==> src/design/mce_pkg.sv <==
// Shared types, constants and the character code table of the Morse encoder.
package mce_pkg;

  // Symbol codes carried on the result channel.
  typedef logic [1:0] mark_t;
  localparam mark_t MK_DOT     = 2'd0;
  localparam mark_t MK_DASH    = 2'd1;
  localparam mark_t MK_BAR     = 2'd2;
  localparam mark_t MK_UNKNOWN = 2'd3;

  // Run geometry: the longest run is one bar plus six code symbols.
  localparam int unsigned CODE_MAX  = 6;
  localparam int unsigned RUN_MAX   = 7;
  localparam int unsigned WORD_BARS = 7;
  localparam int unsigned RUN_BITS  = 2 * RUN_MAX;
  localparam int unsigned CNT_BITS  = $clog2(RUN_MAX + 1);

  localparam logic [7:0] CHAR_SPACE = 8'h20;
  localparam logic [7:0] CASE_DELTA = 8'h20;

  // Sequencer states.
  typedef enum logic {
    ST_IDLE,
    ST_RUN
  } state_t;

  // One table entry: code length, dash bits first symbol at the MSB, hit flag.
  typedef struct packed {
    logic                found;
    logic [CNT_BITS-1:0] len;
    logic [CODE_MAX-1:0] dashes;
  } code_t;

  // Control from the sequencer to the symbol shifter.
  typedef struct packed {
    logic                load;
    logic                shift;
    logic [RUN_BITS-1:0] run;
    logic [CNT_BITS-1:0] cnt;
  } shift_ctl_t;

  // Status from the symbol shifter back to the sequencer.
  typedef struct packed {
    logic  last;
    mark_t head;
  } shift_sts_t;

  // Folds lower case to upper case and looks the character up in the code table.
  function automatic code_t mce_lookup(input logic [7:0] c_in);
    logic [7:0] c;
    code_t      e;
    c = c_in;
    if (c inside {[8'h61:8'h7A]}) begin
      c = c - CASE_DELTA;
    end
    e = '{found: 1'b1, len: '0, dashes: '0};
    case (c)
      "A":     e = '{1'b1, 3'd2, 6'b010000};
      "B":     e = '{1'b1, 3'd4, 6'b100000};
      "C":     e = '{1'b1, 3'd4, 6'b101000};
      "D":     e = '{1'b1, 3'd3, 6'b100000};
      "E":     e = '{1'b1, 3'd1, 6'b000000};
      "F":     e = '{1'b1, 3'd4, 6'b001000};
      "G":     e = '{1'b1, 3'd3, 6'b110000};
      "H":     e = '{1'b1, 3'd4, 6'b000000};
      "I":     e = '{1'b1, 3'd2, 6'b000000};
      "J":     e = '{1'b1, 3'd4, 6'b011100};
      "K":     e = '{1'b1, 3'd3, 6'b101000};
      "L":     e = '{1'b1, 3'd4, 6'b010000};
      "M":     e = '{1'b1, 3'd2, 6'b110000};
      "N":     e = '{1'b1, 3'd2, 6'b100000};
      "O":     e = '{1'b1, 3'd3, 6'b111000};
      "P":     e = '{1'b1, 3'd4, 6'b011000};
      "Q":     e = '{1'b1, 3'd4, 6'b110100};
      "R":     e = '{1'b1, 3'd3, 6'b010000};
      "S":     e = '{1'b1, 3'd3, 6'b000000};
      "T":     e = '{1'b1, 3'd1, 6'b100000};
      "U":     e = '{1'b1, 3'd3, 6'b001000};
      "V":     e = '{1'b1, 3'd4, 6'b000100};
      "W":     e = '{1'b1, 3'd3, 6'b011000};
      "X":     e = '{1'b1, 3'd4, 6'b100100};
      "Y":     e = '{1'b1, 3'd4, 6'b101100};
      "Z":     e = '{1'b1, 3'd4, 6'b110000};
      "0":     e = '{1'b1, 3'd5, 6'b111110};
      "1":     e = '{1'b1, 3'd5, 6'b011110};
      "2":     e = '{1'b1, 3'd5, 6'b001110};
      "3":     e = '{1'b1, 3'd5, 6'b000110};
      "4":     e = '{1'b1, 3'd5, 6'b000010};
      "5":     e = '{1'b1, 3'd5, 6'b000000};
      "6":     e = '{1'b1, 3'd5, 6'b100000};
      "7":     e = '{1'b1, 3'd5, 6'b110000};
      "8":     e = '{1'b1, 3'd5, 6'b111000};
      "9":     e = '{1'b1, 3'd5, 6'b111100};
      ".":     e = '{1'b1, 3'd6, 6'b010101};
      ",":     e = '{1'b1, 3'd6, 6'b110011};
      ":":     e = '{1'b1, 3'd6, 6'b111000};
      "?":     e = '{1'b1, 3'd6, 6'b001100};
      "=":     e = '{1'b1, 3'd5, 6'b100010};
      "-":     e = '{1'b1, 3'd6, 6'b100001};
      "(":     e = '{1'b1, 3'd5, 6'b101100};
      ")":     e = '{1'b1, 3'd6, 6'b101101};
      8'h22:   e = '{1'b1, 3'd6, 6'b010010};
      8'h27:   e = '{1'b1, 3'd6, 6'b011110};
      "/":     e = '{1'b1, 3'd5, 6'b100100};
      "_":     e = '{1'b1, 3'd6, 6'b001101};
      "@":     e = '{1'b1, 3'd6, 6'b011010};
      "!":     e = '{1'b1, 3'd6, 6'b101011};
      default: e = '{1'b0, 3'd0, 6'b000000};
    endcase
    return e;
  endfunction

endpackage

==> src/design/mce_if.sv <==
// Valid/ready channel interfaces for the character input and the symbol output.
interface mce_in_if;
  logic       valid;
  logic       ready;
  logic [7:0] char_byte;

  modport source (output valid, output char_byte, input ready);
  modport sink (input valid, input char_byte, output ready);
endinterface

interface mce_out_if;
  logic       valid;
  logic       ready;
  logic [1:0] mark;
  logic       last_of_run;

  modport source (output valid, output mark, output last_of_run, input ready);
  modport sink (input valid, input mark, input last_of_run, output ready);
endinterface

==> src/design/morse_character_encoder.sv <==
// Morse encoder top level: sequencer, gap flag and run assembly around the symbol shifter.
//
// The block takes one text byte on the in_ch channel and answers with a run of
// Morse symbols on out_ch: dot, dash, separator bar or the unknown marker, with
// last_of_run set on the final symbol of the run. A space gives seven bars; any
// other byte gives an optional leading bar, owed after a previous non-space
// character, and then its code, or a single unknown marker if it has none.
// Lower-case letters are treated as upper case.
// Both channels use valid/ready; a request moves when both are high.
// The byte is looked up in the cycle it is accepted, and the first symbol is
// on out_ch in the next cycle. One symbol leaves per cycle while out_ch is
// ready; a byte gives a run of n symbols (1 to 7), and the single symbol
// shift register is the limit on rate.
// in_ch.ready is low while a run is being sent.
// When the receiver stalls, the current symbol is held unchanged on out_ch.
// Synchronous reset returns the sequencer to idle, empties the run and clears
// the owed-bar flag; no clearing pass is needed.
module morse_character_encoder
  import mce_pkg::*;
(
  input  logic             clk,
  input  logic             rst_n,
  mce_in_if.sink           in_ch,
  mce_out_if.source        out_ch
);

  state_t     state_r, state_nxt;
  logic       pend_r, pend_nxt;
  shift_ctl_t ctl;
  shift_sts_t sts;
  code_t      code;
  logic       in_acc;
  logic       out_acc;
  logic       is_space;
  logic [RUN_BITS-3:0] code_marks;
  logic [CNT_BITS-1:0] code_len;

  assign in_acc   = in_ch.valid && in_ch.ready;
  assign out_acc  = out_ch.valid && out_ch.ready;
  assign is_space = (in_ch.char_byte == CHAR_SPACE);
  assign code     = mce_lookup(in_ch.char_byte);

  // Expand the table entry into a left-justified string of marks.
  always_comb begin
    code_marks = '0;
    code_len   = code.len;
    if (!code.found) begin
      code_marks[RUN_BITS-3 -: 2] = MK_UNKNOWN;
      code_len                    = CNT_BITS'(1);
    end else begin
      for (int j = 0; j < CODE_MAX; j++) begin
        if (CNT_BITS'(j) < code.len) begin
          code_marks[RUN_BITS-3-2*j -: 2] = code.dashes[CODE_MAX-1-j] ? MK_DASH : MK_DOT;
        end
      end
    end
  end

  // Assemble the run handed to the shifter, with the owed bar in front.
  always_comb begin
    ctl.load  = in_acc;
    ctl.shift = out_acc;
    if (is_space) begin
      ctl.run = {RUN_MAX{MK_BAR}};
      ctl.cnt = CNT_BITS'(WORD_BARS);
    end else if (pend_r) begin
      ctl.run = {MK_BAR, code_marks};
      ctl.cnt = code_len + CNT_BITS'(1);
    end else begin
      ctl.run = {code_marks, 2'b00};
      ctl.cnt = code_len;
    end
  end

  mce_sym_shift u_shift (
    .clk   (clk),
    .rst_n (rst_n),
    .ctl   (ctl),
    .sts   (sts)
  );

  // Sequencer: idle takes a byte, run sends its symbols.
  always_comb begin
    state_nxt    = state_r;
    pend_nxt     = pend_r;
    in_ch.ready  = 1'b0;
    out_ch.valid = 1'b0;
    case (state_r)
      ST_IDLE: begin
        in_ch.ready = 1'b1;
        if (in_ch.valid) begin
          pend_nxt  = !is_space;
          state_nxt = ST_RUN;
        end
      end
      ST_RUN: begin
        out_ch.valid = 1'b1;
        if (out_ch.ready && sts.last) begin
          state_nxt = ST_IDLE;
        end
      end
      default: begin
        state_nxt = ST_IDLE;
      end
    endcase
  end

  always_ff @(posedge clk) begin
    if (!rst_n) begin
      state_r <= ST_IDLE;
      pend_r  <= 1'b0;
    end else begin
      state_r <= state_nxt;
      pend_r  <= pend_nxt;
    end
  end

  assign out_ch.mark        = sts.head;
  assign out_ch.last_of_run = sts.last;

  // Input and output never move in the same cycle.
  a_no_overlap: assert property (@(posedge clk) disable iff (!rst_n)
    out_ch.valid |-> !in_ch.ready)
    else $error("input accepted while a run is being sent");

  // A space starts with a bar and clears the owed-bar flag.
  a_space_bar: assert property (@(posedge clk) disable iff (!rst_n)
    (in_acc && is_space) |=> (out_ch.mark == MK_BAR) && !pend_r)
    else $error("space did not start a bar run");

  // An owed bar always leads the run of a non-space byte.
  a_gap_first: assert property (@(posedge clk) disable iff (!rst_n)
    (in_acc && !is_space && pend_r) |=> (out_ch.mark == MK_BAR) && !out_ch.last_of_run)
    else $error("owed bar missing");

  // After the last symbol leaves, the block is ready again.
  a_end_idle: assert property (@(posedge clk) disable iff (!rst_n)
    (out_acc && out_ch.last_of_run) |=> in_ch.ready && !out_ch.valid)
    else $error("block not idle after the last symbol");

endmodule

==> src/design/mce_sym_shift.sv <==
// Symbol shifter: holds the run of one character and steps out one mark per request.
module mce_sym_shift
  import mce_pkg::*;
(
  input  logic       clk,
  input  logic       rst_n,
  input  shift_ctl_t ctl,
  output shift_sts_t sts
);

  logic [RUN_BITS-1:0] run_r, run_nxt;
  logic [CNT_BITS-1:0] cnt_r, cnt_nxt;

  // Load a new run or move the next mark to the head.
  always_comb begin
    run_nxt = run_r;
    cnt_nxt = cnt_r;
    if (ctl.load) begin
      run_nxt = ctl.run;
      cnt_nxt = ctl.cnt;
    end else if (ctl.shift) begin
      run_nxt = {run_r[RUN_BITS-3:0], 2'b00};
      cnt_nxt = cnt_r - CNT_BITS'(1);
    end
  end

  // The count is control state; the run itself is payload.
  always_ff @(posedge clk) begin
    if (!rst_n) begin
      cnt_r <= '0;
    end else begin
      cnt_r <= cnt_nxt;
    end
  end

  always_ff @(posedge clk) begin
    run_r <= run_nxt;
  end

  assign sts.head = run_r[RUN_BITS-1 -: 2];
  assign sts.last = (cnt_r == CNT_BITS'(1));

endmodule

==> src/flat_wrapper.sv <==
// flat-port wrapper written by rule: the top's interface ports become plain ports
module morse_character_encoder_flat import mce_pkg::*;
  (clk, rst_n, in_ch_valid, in_ch_char_byte, in_ch_ready, out_ch_valid, out_ch_mark, out_ch_last_of_run, out_ch_ready);
  mce_in_if in_ch_i ();
  mce_out_if out_ch_i ();
  input  logic clk;
  input  logic rst_n;
  input wire logic [$bits(in_ch_i.valid)-1:0] in_ch_valid;
  input wire logic [$bits(in_ch_i.char_byte)-1:0] in_ch_char_byte;
  output wire logic [$bits(in_ch_i.ready)-1:0] in_ch_ready;
  output wire logic [$bits(out_ch_i.valid)-1:0] out_ch_valid;
  output wire logic [$bits(out_ch_i.mark)-1:0] out_ch_mark;
  output wire logic [$bits(out_ch_i.last_of_run)-1:0] out_ch_last_of_run;
  input wire logic [$bits(out_ch_i.ready)-1:0] out_ch_ready;
  assign in_ch_i.valid = in_ch_valid;
  assign in_ch_i.char_byte = in_ch_char_byte;
  assign in_ch_ready = in_ch_i.ready;
  assign out_ch_valid = out_ch_i.valid;
  assign out_ch_mark = out_ch_i.mark;
  assign out_ch_last_of_run = out_ch_i.last_of_run;
  assign out_ch_i.ready = out_ch_ready;
  morse_character_encoder u_core (.clk(clk), .rst_n(rst_n), .in_ch(in_ch_i), .out_ch(out_ch_i));
endmodule
==> config.mk <==
export PLATFORM = sky130hd
export DESIGN_NAME = morse_character_encoder_flat
export DESIGN_NICKNAME = d
export VERILOG_FILES = /design/src/design/mce_pkg.sv /design/src/design/mce_if.sv /design/src/design/morse_character_encoder.sv /design/src/design/mce_sym_shift.sv /design/src/flat_wrapper.sv
export SDC_FILE = /design/constraint.sdc
export NUM_CORES = 1
export LEC_CHECK = 0
export ABC_AREA = 1
export BUFFER_PORTS_ARGS = -buffer_cell sky130_fd_sc_hd__buf_4
export CAP_MARGIN = 0
export CORE_MARGIN = 5
export CORE_UTILIZATION = 40
export DETAILED_ROUTE_END_ITERATION = 6
export PLACE_DENSITY_LB_ADDON = 0.25
export SETUP_SLACK_MARGIN = 0.02
export SYNTH_ARGS = -nofsm -noshare
export SYNTH_HDL_FRONTEND = slang
export SYNTH_HIERARCHICAL = 1
export SYNTH_SLANG_ARGS = --single-unit
==> constraint.sdc <==
create_clock -name clk -period 4.1 [get_ports clk]
set_input_delay 0.615 -clock clk [delete_from_list [all_inputs] [get_ports clk]]
set_output_delay 0.615 -clock clk [all_outputs]
set_load 0.005 [all_outputs]
==> results.sh, run 1 <==
export IMPL_avgRoutedWirePerCell_um=12.4
export IMPL_placedCellCount=457
export IMPL_maxCapViolations=0
export IMPL_final_seq_area_sq_um=520
export IMPL_synthToLayoutAreaGrowth_pct=6.44
export IMPL_cts_tree="built"
export IMPL_syn_avg_cell_area_sq_um=6.10
export IMPL_grt_pass1_vias=2140
export IMPL_port_buffers=16
export IMPL_relSlewSlack=0.646
export IMPL_hold_viol=0
export IMPL_gp_congestion=0.960
export IMPL_required_ps=4250
export IMPL_finalSetupTns_ps=0
export IMPL_antenna_found_initial=0
export IMPL_multiInputGateArea_sq_um=1500
export IMPL_fp_dieH_um=86.3
export IMPL_grtUsageTotal=0.154
export IMPL_path_class="input port to flip-flop"
export IMPL_ir_worst_vdd_v=0.0000960
export IMPL_grt_overflow_total=0
export IMPL_start_util=0.418
export IMPL_leakagePower_uw=0.00132
export IMPL_fin_crit_sh=0.685
export IMPL_clk_latency_ps=250
export IMPL_cp_end_kind="flip-flop"
export IMPL_grt_max_degree=25
export IMPL_ys_async_sr_fraction=0
export IMPL_postCtsHoldBufs=0
export IMPL_worst_slack_ps=1290
export IMPL_post_place_ws_ps=1020
export IMPL_p_clk_frac=0.220
export IMPL_io_pins=17
export IMPL_fin_total_pwr_uw=581
export IMPL_drt_total_wl_um=5710
export IMPL_clock_sinks=19
export IMPL_synth_nets=409
export IMPL_ys_flop_type="edfxtp_1"
export IMPL_die_w_um=86.3
export IMPL_rows=27
export IMPL_core_area_sq_um=5570
export IMPL_num_nets_final=417
export IMPL_ant_nets=0
export IMPL_clkTransAtPathRegs_ps=70
export IMPL_synth_area_sq_um=2330
export IMPL_drc_errors=0
export IMPL_via_per_inst=5.09
export IMPL_drtIter0Drc=180
export IMPL_ys_ff_latch=19
export IMPL_critical_path_arrival_ps=2950
export IMPL_setup_viol=0
export IMPL_drive_gt1_frac=0.136
export IMPL_worst_pin_slew_ps=530
export IMPL_yosys_cell_types_count=32
export IMPL_crit_path_start_kind="input port"
export IMPL_cts_resized=0
export IMPL_finalCriticalPeriod_ps=2810
export IMPL_fillCellCount=608
export IMPL_clk_path_buf_depth=2
export IMPL_outcome="finished clean"
export IMPL_antenna_cells=0
export IMPL_ys_seq_area_frac=0.223
export IMPL_grt_first_pass_wirelength_um=9670
export IMPL_clock_skew_ps=5.42
export IMPL_synthCells=382
export IMPL_cts_buffers=3
export IMPL_power_frac_seq=0.407
export IMPL_vias=2348
export IMPL_htreeDepth=1
export IMPL_firstDrtPassIters=4
export IMPL_slew_violations=0
export IMPL_worstHoldPathType="flip-flop to flip-flop"
export IMPL_post_cts_buffers=0
export IMPL_rsz0062_at_grt="no"
export IMPL_power_switching_uw=211
export IMPL_p_per_area_nw_per_um2=234
export IMPL_die_area_sq_um=7450
export IMPL_final_util=0.445
export IMPL_yosysWarnings=6
export IMPL_critPathMaxFanout=8
export IMPL_place_hpwl_um=4520
export IMPL_finalNonFillerCells=461
export IMPL_cts_root_buffer="clkbuf_8"
export IMPL_p_sw_frac=0.363
export IMPL_synth_enable_flop_cells=14
export IMPL_p_int_uw=370
export IMPL_fmax_mhz=356
export IMPL_p_comb_frac=0.373
## metrics by stage
stage,area (sq um),hold WS [ps]
CTS,2480,516
detailed placement,2430,499
global placement,2430,494
finish,2480,515
floorplan,2330,487
global route,2480,540
## metal layers
layer,routed length (um),global-route usage,vias up
met5,0,0,-
met3,348,0.0228,14
met1,2610,0.209,1028
met2,2600,0.251,82
li1,-,-,1224
met4,148,0.0510,0
## cell families after synthesis
logic type,share of synthesized area
adder cells (fa/ha/maj),0.0806
buffers and inverters,0.135
AND/OR/NAND/NOR,0.451
XOR/XNOR,0.00376
AO/OA/AOI/OAI,0.106
flip-flops,0.223
## critical path, stage by stage
cell	delay, ps
buf_4	150
inv_1	190
ha_1	240
inv_1	50
nor2_1	100
nand3_1	80
nand2_1	110
nor2_4	50
nor2_4	140
nand2_1	90
nand2_2	100
nand3_2	120
nor2_2	160
inv_1	70
ha_1	170
nand2_1	70
xnor2_1	110
nand2_1	70
nand2_1	70
inv_1	30
a21oi_1	100
a21oi_1	70
## layout by cell type (no fill, tap or decap), drive strengths merged
cell / netlist / final
nand2: 159 / 159
inv: 53 / 53
nand3: 39 / 39
nor2: 29 / 29
o21ai: 23 / 23
a21oi: 20 / 20
buf: 14 / 17
ha: 15 / 15
edfxtp: 14 / 14
dfxtp: 5 / 5
nand4: 4 / 4
clkbuf: 0 / 4
o211ai: 2 / 2
nand3b: 1 / 1
a31oi: 1 / 1
nor3: 1 / 1
and3: 1 / 1
xnor2: 1 / 1
## cell type report
cell class              instances  share of cell area
inverters                      53              0.0812
well taps                      72              0.0363
clock buffers                   4              0.0182
flip-flops and latches         19               0.210
repair buffers                 17              0.0515
multi-input cells             296               0.603
## power by group through the flow
stage                     logic [uW]  clock network [uW]  registers [uW]
after global placement           216                   0             240
after detailed placement         214                   0             241
after global routing             245                 140             238
final                            217                 128             237
after floorplan                  166                   0             239
after CTS                        215                 133             237
## worst paths after layout
path / startpoint / endpoint / slack, ps / depth (start not counted)
setup / recovery: in_ch_char_byte[0] / u_core/u_shift/cnt_r[2] / 1290 / 22
hold / removal: u_core/u_shift/run_r[8] / u_core/u_shift/run_r[10] / 510 / 2
setup reg to reg: u_core/state_r / u_core/u_shift/run_r[2] / 2450 / 4
hold reg to reg: u_core/u_shift/run_r[8] / u_core/u_shift/run_r[10] / 510 / 2
## synth_stat cells, types with 3 or more instances
library cell | n | area, sq um
buf_2 | 3 | 15.0
ha_1 | 15 | 188
edfxtp_1 | 14 | 420
inv_2 | 6 | 22.5
nor2_4 | 3 | 33.8
nand2_2 | 11 | 68.8
o21ai_0 | 20 | 100
nand3_1 | 36 | 180
dfxtp_1 | 5 | 100
inv_1 | 46 | 173
nand2_1 | 147 | 552
nand4_1 | 4 | 25.0
buf_6 | 5 | 56.3
buf_4 | 5 | 37.5
a21oi_1 | 19 | 95.1
nor2_1 | 21 | 78.8
nor2_2 | 4 | 25.0
## registers in the layout, indices dropped and copies added, names as in the netlist
register and cells:
u_core/state_r 1, u_core/pend_r 1, u_core/u_shift/run_r 14, u_core/u_shift/cnt_r 3
(Power assumes the default switching activity.)
==> inputs of run 2 (changes only) <==
- clock period: 4.1 -> 2.7 ns (I/O delays scaled with it)
==> run 2 against run 1 <==
Compared with the run above: total power grew 61%; global-route usage up 2.2 points; largest power group is now combinational logic; clock skew rose by 2.9 ps; design area increased by 8.7%; routed wire length is 11% higher; flip-flop and latch count unchanged; sequential share of layout area fell by 1.7 points.
==> results.sh, run 2 (synthesized netlist as in run 1, its figures left out) <==
export IMPL_clk_latency_ps=260
export IMPL_critical_path_arrival_ps=2580
export IMPL_antenna_found_initial=0
export IMPL_drt_total_wl_um=6360
export IMPL_clkTransAtPathRegs_ps=80
export IMPL_place_area_sq_um=2640
export IMPL_avgRoutedWirePerCell_um=13.1
export IMPL_finalSetupTns_ps=0
export IMPL_fmax_mhz=413
export IMPL_cp_depth=22
export IMPL_placedCellCount=483
export IMPL_finalCriticalPeriod_ps=2420
export IMPL_rr_startpoint="u_core/state_r"
export IMPL_fp_dieH_um=86.3
export IMPL_core_area_sq_um=5570
export IMPL_worstHoldPathType="input port to flip-flop"
export IMPL_largest_register_ff_count=14
export IMPL_grtUsageTotal=0.177
export IMPL_htreeDepth=1
export IMPL_slew_violations=0
export IMPL_p_per_area_nw_per_um2=347
export IMPL_final_common_cell="nand2_1"
export IMPL_crit_chain="buf_4 -> clkinvlp_4 -> ha_1 -> inv_1 -> nand2_1 -> nand2_1 -> nand2_1 -> a21oi_1 -> nand2_1 -> nand2_1 -> nand3_1 -> inv_1 -> nand2_1 -> inv_1 -> ha_1 -> nand2_1 -> xnor2_1 -> nand2_1 -> nand2_1 -> inv_1 -> a21oi_1 -> a21oi_1"
export IMPL_cts_root_buffer="clkbuf_8"
export IMPL_cts_resized=0
export IMPL_gp_congestion=0.956
export IMPL_ant_nets=0
export IMPL_post_cts_buffers=0
export IMPL_r2r_cells=4
export IMPL_clock_sinks=19
export IMPL_clk_path_buf_depth=2
export IMPL_finalNonFillerCells=487
export IMPL_path_delay_family="simple AND/OR/NAND/NOR gates"
export IMPL_critPathMaxFanout=5
export IMPL_rsz0062_at_grt="no"
export IMPL_grt_overflow_total=0
export IMPL_largest_register="u_core/u_shift/run_r"
export IMPL_cp_slowest_cell="ha_1"
export IMPL_io_pins=17
export IMPL_hold_viol=0
export IMPL_worstSetupEndpoint="u_core/u_shift/cnt_r[2]"
export IMPL_cts_buffers=3
export IMPL_grt_max_degree=22
export IMPL_drc_errors=0
export IMPL_firstDrtPassIters=5
export IMPL_grt_pass1_vias=2283
export IMPL_final_cell_mix="nand2_1 (147), inv_1 (44), buf_4 (42)"
export IMPL_crit_start="in_ch_char_byte[1]"
export IMPL_place_hpwl_um=5110
export IMPL_fin_total_pwr_uw=937
export IMPL_required_ps=2860
export IMPL_final_cell_area_sq_um=2700
export IMPL_drive_gt1_frac=0.200
export IMPL_postCtsHoldBufs=0
export IMPL_fin_crit_sh=0.897
export IMPL_clock_skew_ps=8.28
export IMPL_start_util=0.418
export IMPL_worst_pin_slew_ps=544
export IMPL_slowest_delay_ps=300
export IMPL_hp_start="rst_n"
export IMPL_grt_first_pass_wirelength_um=10700
export IMPL_relSlewSlack=0.637
export IMPL_die_area_sq_um=7450
export IMPL_cp_end_kind="flip-flop"
export IMPL_die_w_um=86.3
export IMPL_antenna_cells=0
export IMPL_crit_path_start_kind="input port"
export IMPL_rows=27
export IMPL_ir_worst_vdd_v=0.000181
export IMPL_vias=2527
export IMPL_port_buffers=16
export IMPL_fillCellCount=597
export IMPL_fin_hold_ws_ps=368
export IMPL_outcome="finished clean"
export IMPL_crit_path_frequent_cell="nand2_1"
export IMPL_via_per_inst=5.19
export IMPL_path_class="input port to flip-flop"
export IMPL_setup_viol=0
export IMPL_leakagePower_uw=0.00144
export IMPL_r2r_end="u_core/u_shift/run_r[4]"
export IMPL_drtIter0Drc=187
export IMPL_reg_top3="u_core/u_shift/run_r: 14 flops, u_core/u_shift/cnt_r: 3 flops"
export IMPL_critPathBufInv=6
export IMPL_reg2reg_slack_ps=1260
export IMPL_synthToLayoutAreaGrowth_pct=15.7
export IMPL_cts_tree="built"
export IMPL_num_nets_final=443
export IMPL_maxCapViolations=0
[run 2: cell types whose count changed in the layout (fill, tap and decap cells not counted), sizes merged]
cell | previous run | this run
inv | 53 | 52
clkinvlp | 0 | 1
buf | 17 | 43
[run 2: where the power goes]
group | internal (uW) | switching, uW | total, uW | leakage [uW]
Combinational | 142 | 233 | 375 | 0.00124
Clock | 105 | 97.2 | 202 | 0.0000228
Sequential | 348 | 11.5 | 359 | 0.000181
Total | 595 | 341 | 937 | 0.00144
[run 2: final cells by class]
type                       instances  area [sq um]  share of cell area
inverter                          53           205              0.0761
multi-input combinational        296          1500               0.556
sequential                        19           520               0.193
clock buffer                       4          45.0              0.0167
tap                               72          90.1              0.0334
timing repair buffer              43           335               0.124
[run 2: worst min-delay path by stage]
stage | end | slack, ps | cells after the start
finish | u_core/u_shift/cnt_r[0] | 370 | 3
global placement | u_core/u_shift/run_r[8] | 490 | 2
CTS | u_core/u_shift/cnt_r[0] | 360 | 3
global route | u_core/u_shift/cnt_r[0] | 370 | 3
detailed placement | u_core/u_shift/run_r[5] | 500 | 2
floorplan | u_core/u_shift/run_r[10] | 490 | 2
[run 2: worst reg2reg max path: stages (launching register included)]
cell	delay [ps]
dfxtp_1	400
nand2_1	70
inv_1	90
nor2_1	90
inv_1	420
[run 2: layer usage]
| layer | share of wire | GRT usage |
|---|---|---|
| met1 | 0.45 | 0.240 |
| met2 | 0.46 | 0.289 |
| met4 | 0.037 | 0.0708 |
| met3 | 0.056 | 0.0152 |
| met5 | 0 | 0 |
[run 2: stage by stage]
| step | worst slack (ps) | util |
|---|---|---|
| floorplan | 308 | - |
| global placement | 10.8 | 0.474 |
| detailed placement | -34.9 | 0.474 |
| CTS | 249 | 0.482 |
| global route | 38.7 | 0.484 |
| finish | 279 | 0.484 |
==> inputs of run 3 (changes only) <==
- ABC_AREA: 1 -> default
==> run 3 against run 2 <==
Compared with the run above: cell count down 21%; area after synthesis down 5.5%; combinational power down 2%; count of clock-buffer cells in the layout down 1; synthesized cell count down 31%; sequential share of layout area down 0.60 points; design area up 3.2%; critical path depth down 11; largest cell class unchanged; largest power group unchanged; highest routed layer unchanged.
==> results.sh, run 3 <==
export IMPL_fillCellCount=503
export IMPL_die_area_sq_um=7090
export IMPL_start_util=0.405
export IMPL_relSlewSlack=0.754
export IMPL_netlist_area_leader_share=0.191
export IMPL_power_switching_uw=291
export IMPL_yosysTopAreaCell="edfxtp_1"
export IMPL_placedCellCount=380
export IMPL_reg_top3="u_core/u_shift/run_r: 14 flops, u_core/u_shift/cnt_r: 3 flops"
export IMPL_firstDrtPassIters=4
export IMPL_yosys_cell_types_count=62
export IMPL_final_cell_area_sq_um=2780
export IMPL_cts_buffers=3
export IMPL_largest_register_ff_count=14
export IMPL_ant_nets=0
export IMPL_cp_slowest_cell="or4b_1"
export IMPL_htreeDepth=1
export IMPL_yosys_top_cells_count="nand2_1 (23), nor2_1 (21), inv_1 (16)"
export IMPL_ys_flop_type="edfxtp_1"
export IMPL_fp_dieH_um=84.2
export IMPL_num_nets_final=341
export IMPL_met2RoutedLength_um=2440
export IMPL_synthTopCellsByArea="edfxtp_1 (19%), ha_1 (8.5%), mux2_2 (6.1%), dfxtp_1 (4.5%), nand2_1 (3.9%)"
export IMPL_crit_path_start_kind="input port"
export IMPL_clk_latency_ps=250
export IMPL_p_clk_frac=0.212
export IMPL_vias=2026
export IMPL_setup_viol=0
export IMPL_rsz0062_at_grt="no"
export IMPL_clock_skew_ps=4.35
export IMPL_avgRoutedWirePerCell_um=13.9
export IMPL_die_w_um=84.2
export IMPL_ys_ff_latch=19
export IMPL_synth_enable_flop_cells=14
export IMPL_drc_errors=0
export IMPL_p_sw_frac=0.315
export IMPL_clkTransAtPathRegs_ps=70
export IMPL_ir_worst_vdd_v=0.000194
export IMPL_largest_register="u_core/u_shift/run_r"
export IMPL_drive_gt1_frac=0.342
export IMPL_cts_tree="built"
export IMPL_critPathBufInv=2
export IMPL_port_buffers=16
export IMPL_gp_congestion=0.878
export IMPL_fin_crit_sh=0.942
export IMPL_finalCriticalPeriod_ps=2540
export IMPL_ys_seq_area_frac=0.236
export IMPL_slowest_delay_ps=560
export IMPL_grt_overflow_total=0
export IMPL_rows=27
export IMPL_ys_async_sr_fraction=0
export IMPL_final_cell_mix="buf_4 (62), nand2_1 (22), nor2_1 (21)"
export IMPL_critPathMaxFanout=6
export IMPL_outcome="finished clean"
export IMPL_clock_sinks=19
export IMPL_synthCells=262
export IMPL_yosysMostFrequentCell="nand2_1"
export IMPL_worstHoldPathType="input port to flip-flop"
export IMPL_path_delay_family="simple AND/OR/NAND/NOR gates"
export IMPL_slew_violations=0
export IMPL_grt_first_pass_wirelength_um=9210
export IMPL_grtUsageTotal=0.154
export IMPL_synth_nets=289
export IMPL_io_pins=17
export IMPL_cts_root_buffer="clkbuf_8"
export IMPL_place_hpwl_um=4270
export IMPL_drt_total_wl_um=5330
export IMPL_power_frac_seq=0.392
export IMPL_required_ps=2710
export IMPL_fmax_mhz=393
export IMPL_path_class="input port to flip-flop"
export IMPL_postCtsHoldBufs=0
export IMPL_hold_viol=0
export IMPL_cp_end_kind="flip-flop"
export IMPL_p_comb_frac=0.396
export IMPL_wl_met1_um=2600
export IMPL_synthToLayoutAreaGrowth_pct=26.4
export IMPL_clk_path_buf_depth=2
export IMPL_critical_path_arrival_ps=2550
export IMPL_yosysWarnings=6
export IMPL_leakagePower_uw=0.00121
export IMPL_crit_chain="buf_4 -> inv_2 -> ha_2 -> nor3b_4 -> nand2_2 -> a31oi_4 -> nand2_1 -> or4b_1 -> o32ai_2 -> o22ai_1 -> mux2_2"
export IMPL_worst_pin_slew_ps=367
export IMPL_grt_max_degree=38
export IMPL_synth_area_sq_um=2200
export IMPL_core_area_sq_um=5440
export IMPL_place_area_sq_um=2700
export IMPL_met3_length_um=271
export IMPL_drtIter0Drc=197
export IMPL_top_layer="met4"
export IMPL_fin_total_pwr_uw=923
export IMPL_maxCapViolations=0
export IMPL_p_per_area_nw_per_um2=332
export IMPL_via_per_inst=5.26
export IMPL_antenna_found_initial=0
export IMPL_final_common_cell="buf_4"
export IMPL_antenna_cells=0
export IMPL_fin_hold_ws_ps=351
export IMPL_p_int_uw=632
export IMPL_grt_pass1_vias=1897
export IMPL_syn_avg_cell_area_sq_um=8.41
export IMPL_finalNonFillerCells=385
[run 3: cell count changes in the layout (fill, tap and decap cells not counted), sizes merged, moves of 8 or more]
| cell | before | now |
|---|---|---|
| nand2b | 0 | 8 |
| mux2 | 0 | 13 |
| nand3 | 39 | 6 |
| nor2 | 29 | 21 |
| nor2b | 0 | 8 |
| and2 | 0 | 8 |
| inv | 52 | 16 |
| a211oi | 0 | 8 |
| nand2 | 159 | 25 |
| buf | 43 | 64 |
[run 3: cell type report]
class / instances / area, sq um / area share
clock buffer: 3 / 41.3 / 0.0148
clock inverter: 1 / 5.00 / 0.00180
inverter: 16 / 60.1 / 0.0216
multi-input combinational: 210 / 1560 / 0.561
sequential: 19 / 520 / 0.187
tap: 72 / 90.1 / 0.0324
timing repair buffer: 64 / 505 / 0.182
[run 3: cells by family (layout without fill, tap and decap cells)]
logic type | after synthesis | count (layout) | synth area share
multiplexers | 15 | 15 | 0.0812
AO/OA/AOI/OAI | 79 | 79 | 0.273
flip-flops | 19 | 19 | 0.236
AND/OR/NAND/NOR | 98 | 98 | 0.237
buffers and inverters | 33 | 84 | 0.0756
XOR/XNOR | 3 | 3 | 0.0119
adder cells (fa/ha/maj) | 15 | 15 | 0.0852
[run 3: final timing paths]
| kind | startpoint | slack (ps) | to | cells after the start |
|---|---|---|---|---|
| worst max-delay path | in_ch_char_byte[0] | 160 | u_core/u_shift/run_r[10] | 11 |
| worst min-delay path | out_ch_ready | 350 | u_core/state_r | 2 |
| worst max register to register | u_core/state_r | 1100 | u_core/u_shift/run_r[10] | 3 |
| worst min register to register | u_core/state_r | 530 | u_core/state_r | 1 |
[run 3: repair_timing]
item                       CTS  global route
gates resized for setup      0             8
setup buffers                0             1
hold endpoints to repair     0             0
setup endpoints to repair    0             4
[run 3: per-layer routing]
layer | vias to the layer above | track usage
li1 | 1065 | -
met1 | 918 | 0.230
met2 | 41 | 0.241
met3 | 2 | 0.0186
met4 | 0 | 0.0278
met5 | - | 0
[run 3: stage by stage]
step                 util  worst slack (ps)  TNS, ps
global route        0.512              15.6        0
CTS                 0.505              95.2        0
finish              0.512               155        0
detailed placement  0.496              -182     -654
global placement    0.496              -133     -428
floorplan               -             -12.3    -12.3
[run 3: power by group through the flow]
stage / clock, uW / sequential, uW / combinational, uW
CTS: 206 / 362 / 360
detailed placement: 0 / 369 / 359
finish: 195 / 362 / 366
global placement: 0 / 368 / 354
floorplan: 0 / 363 / 231
global route: 222 / 366 / 403
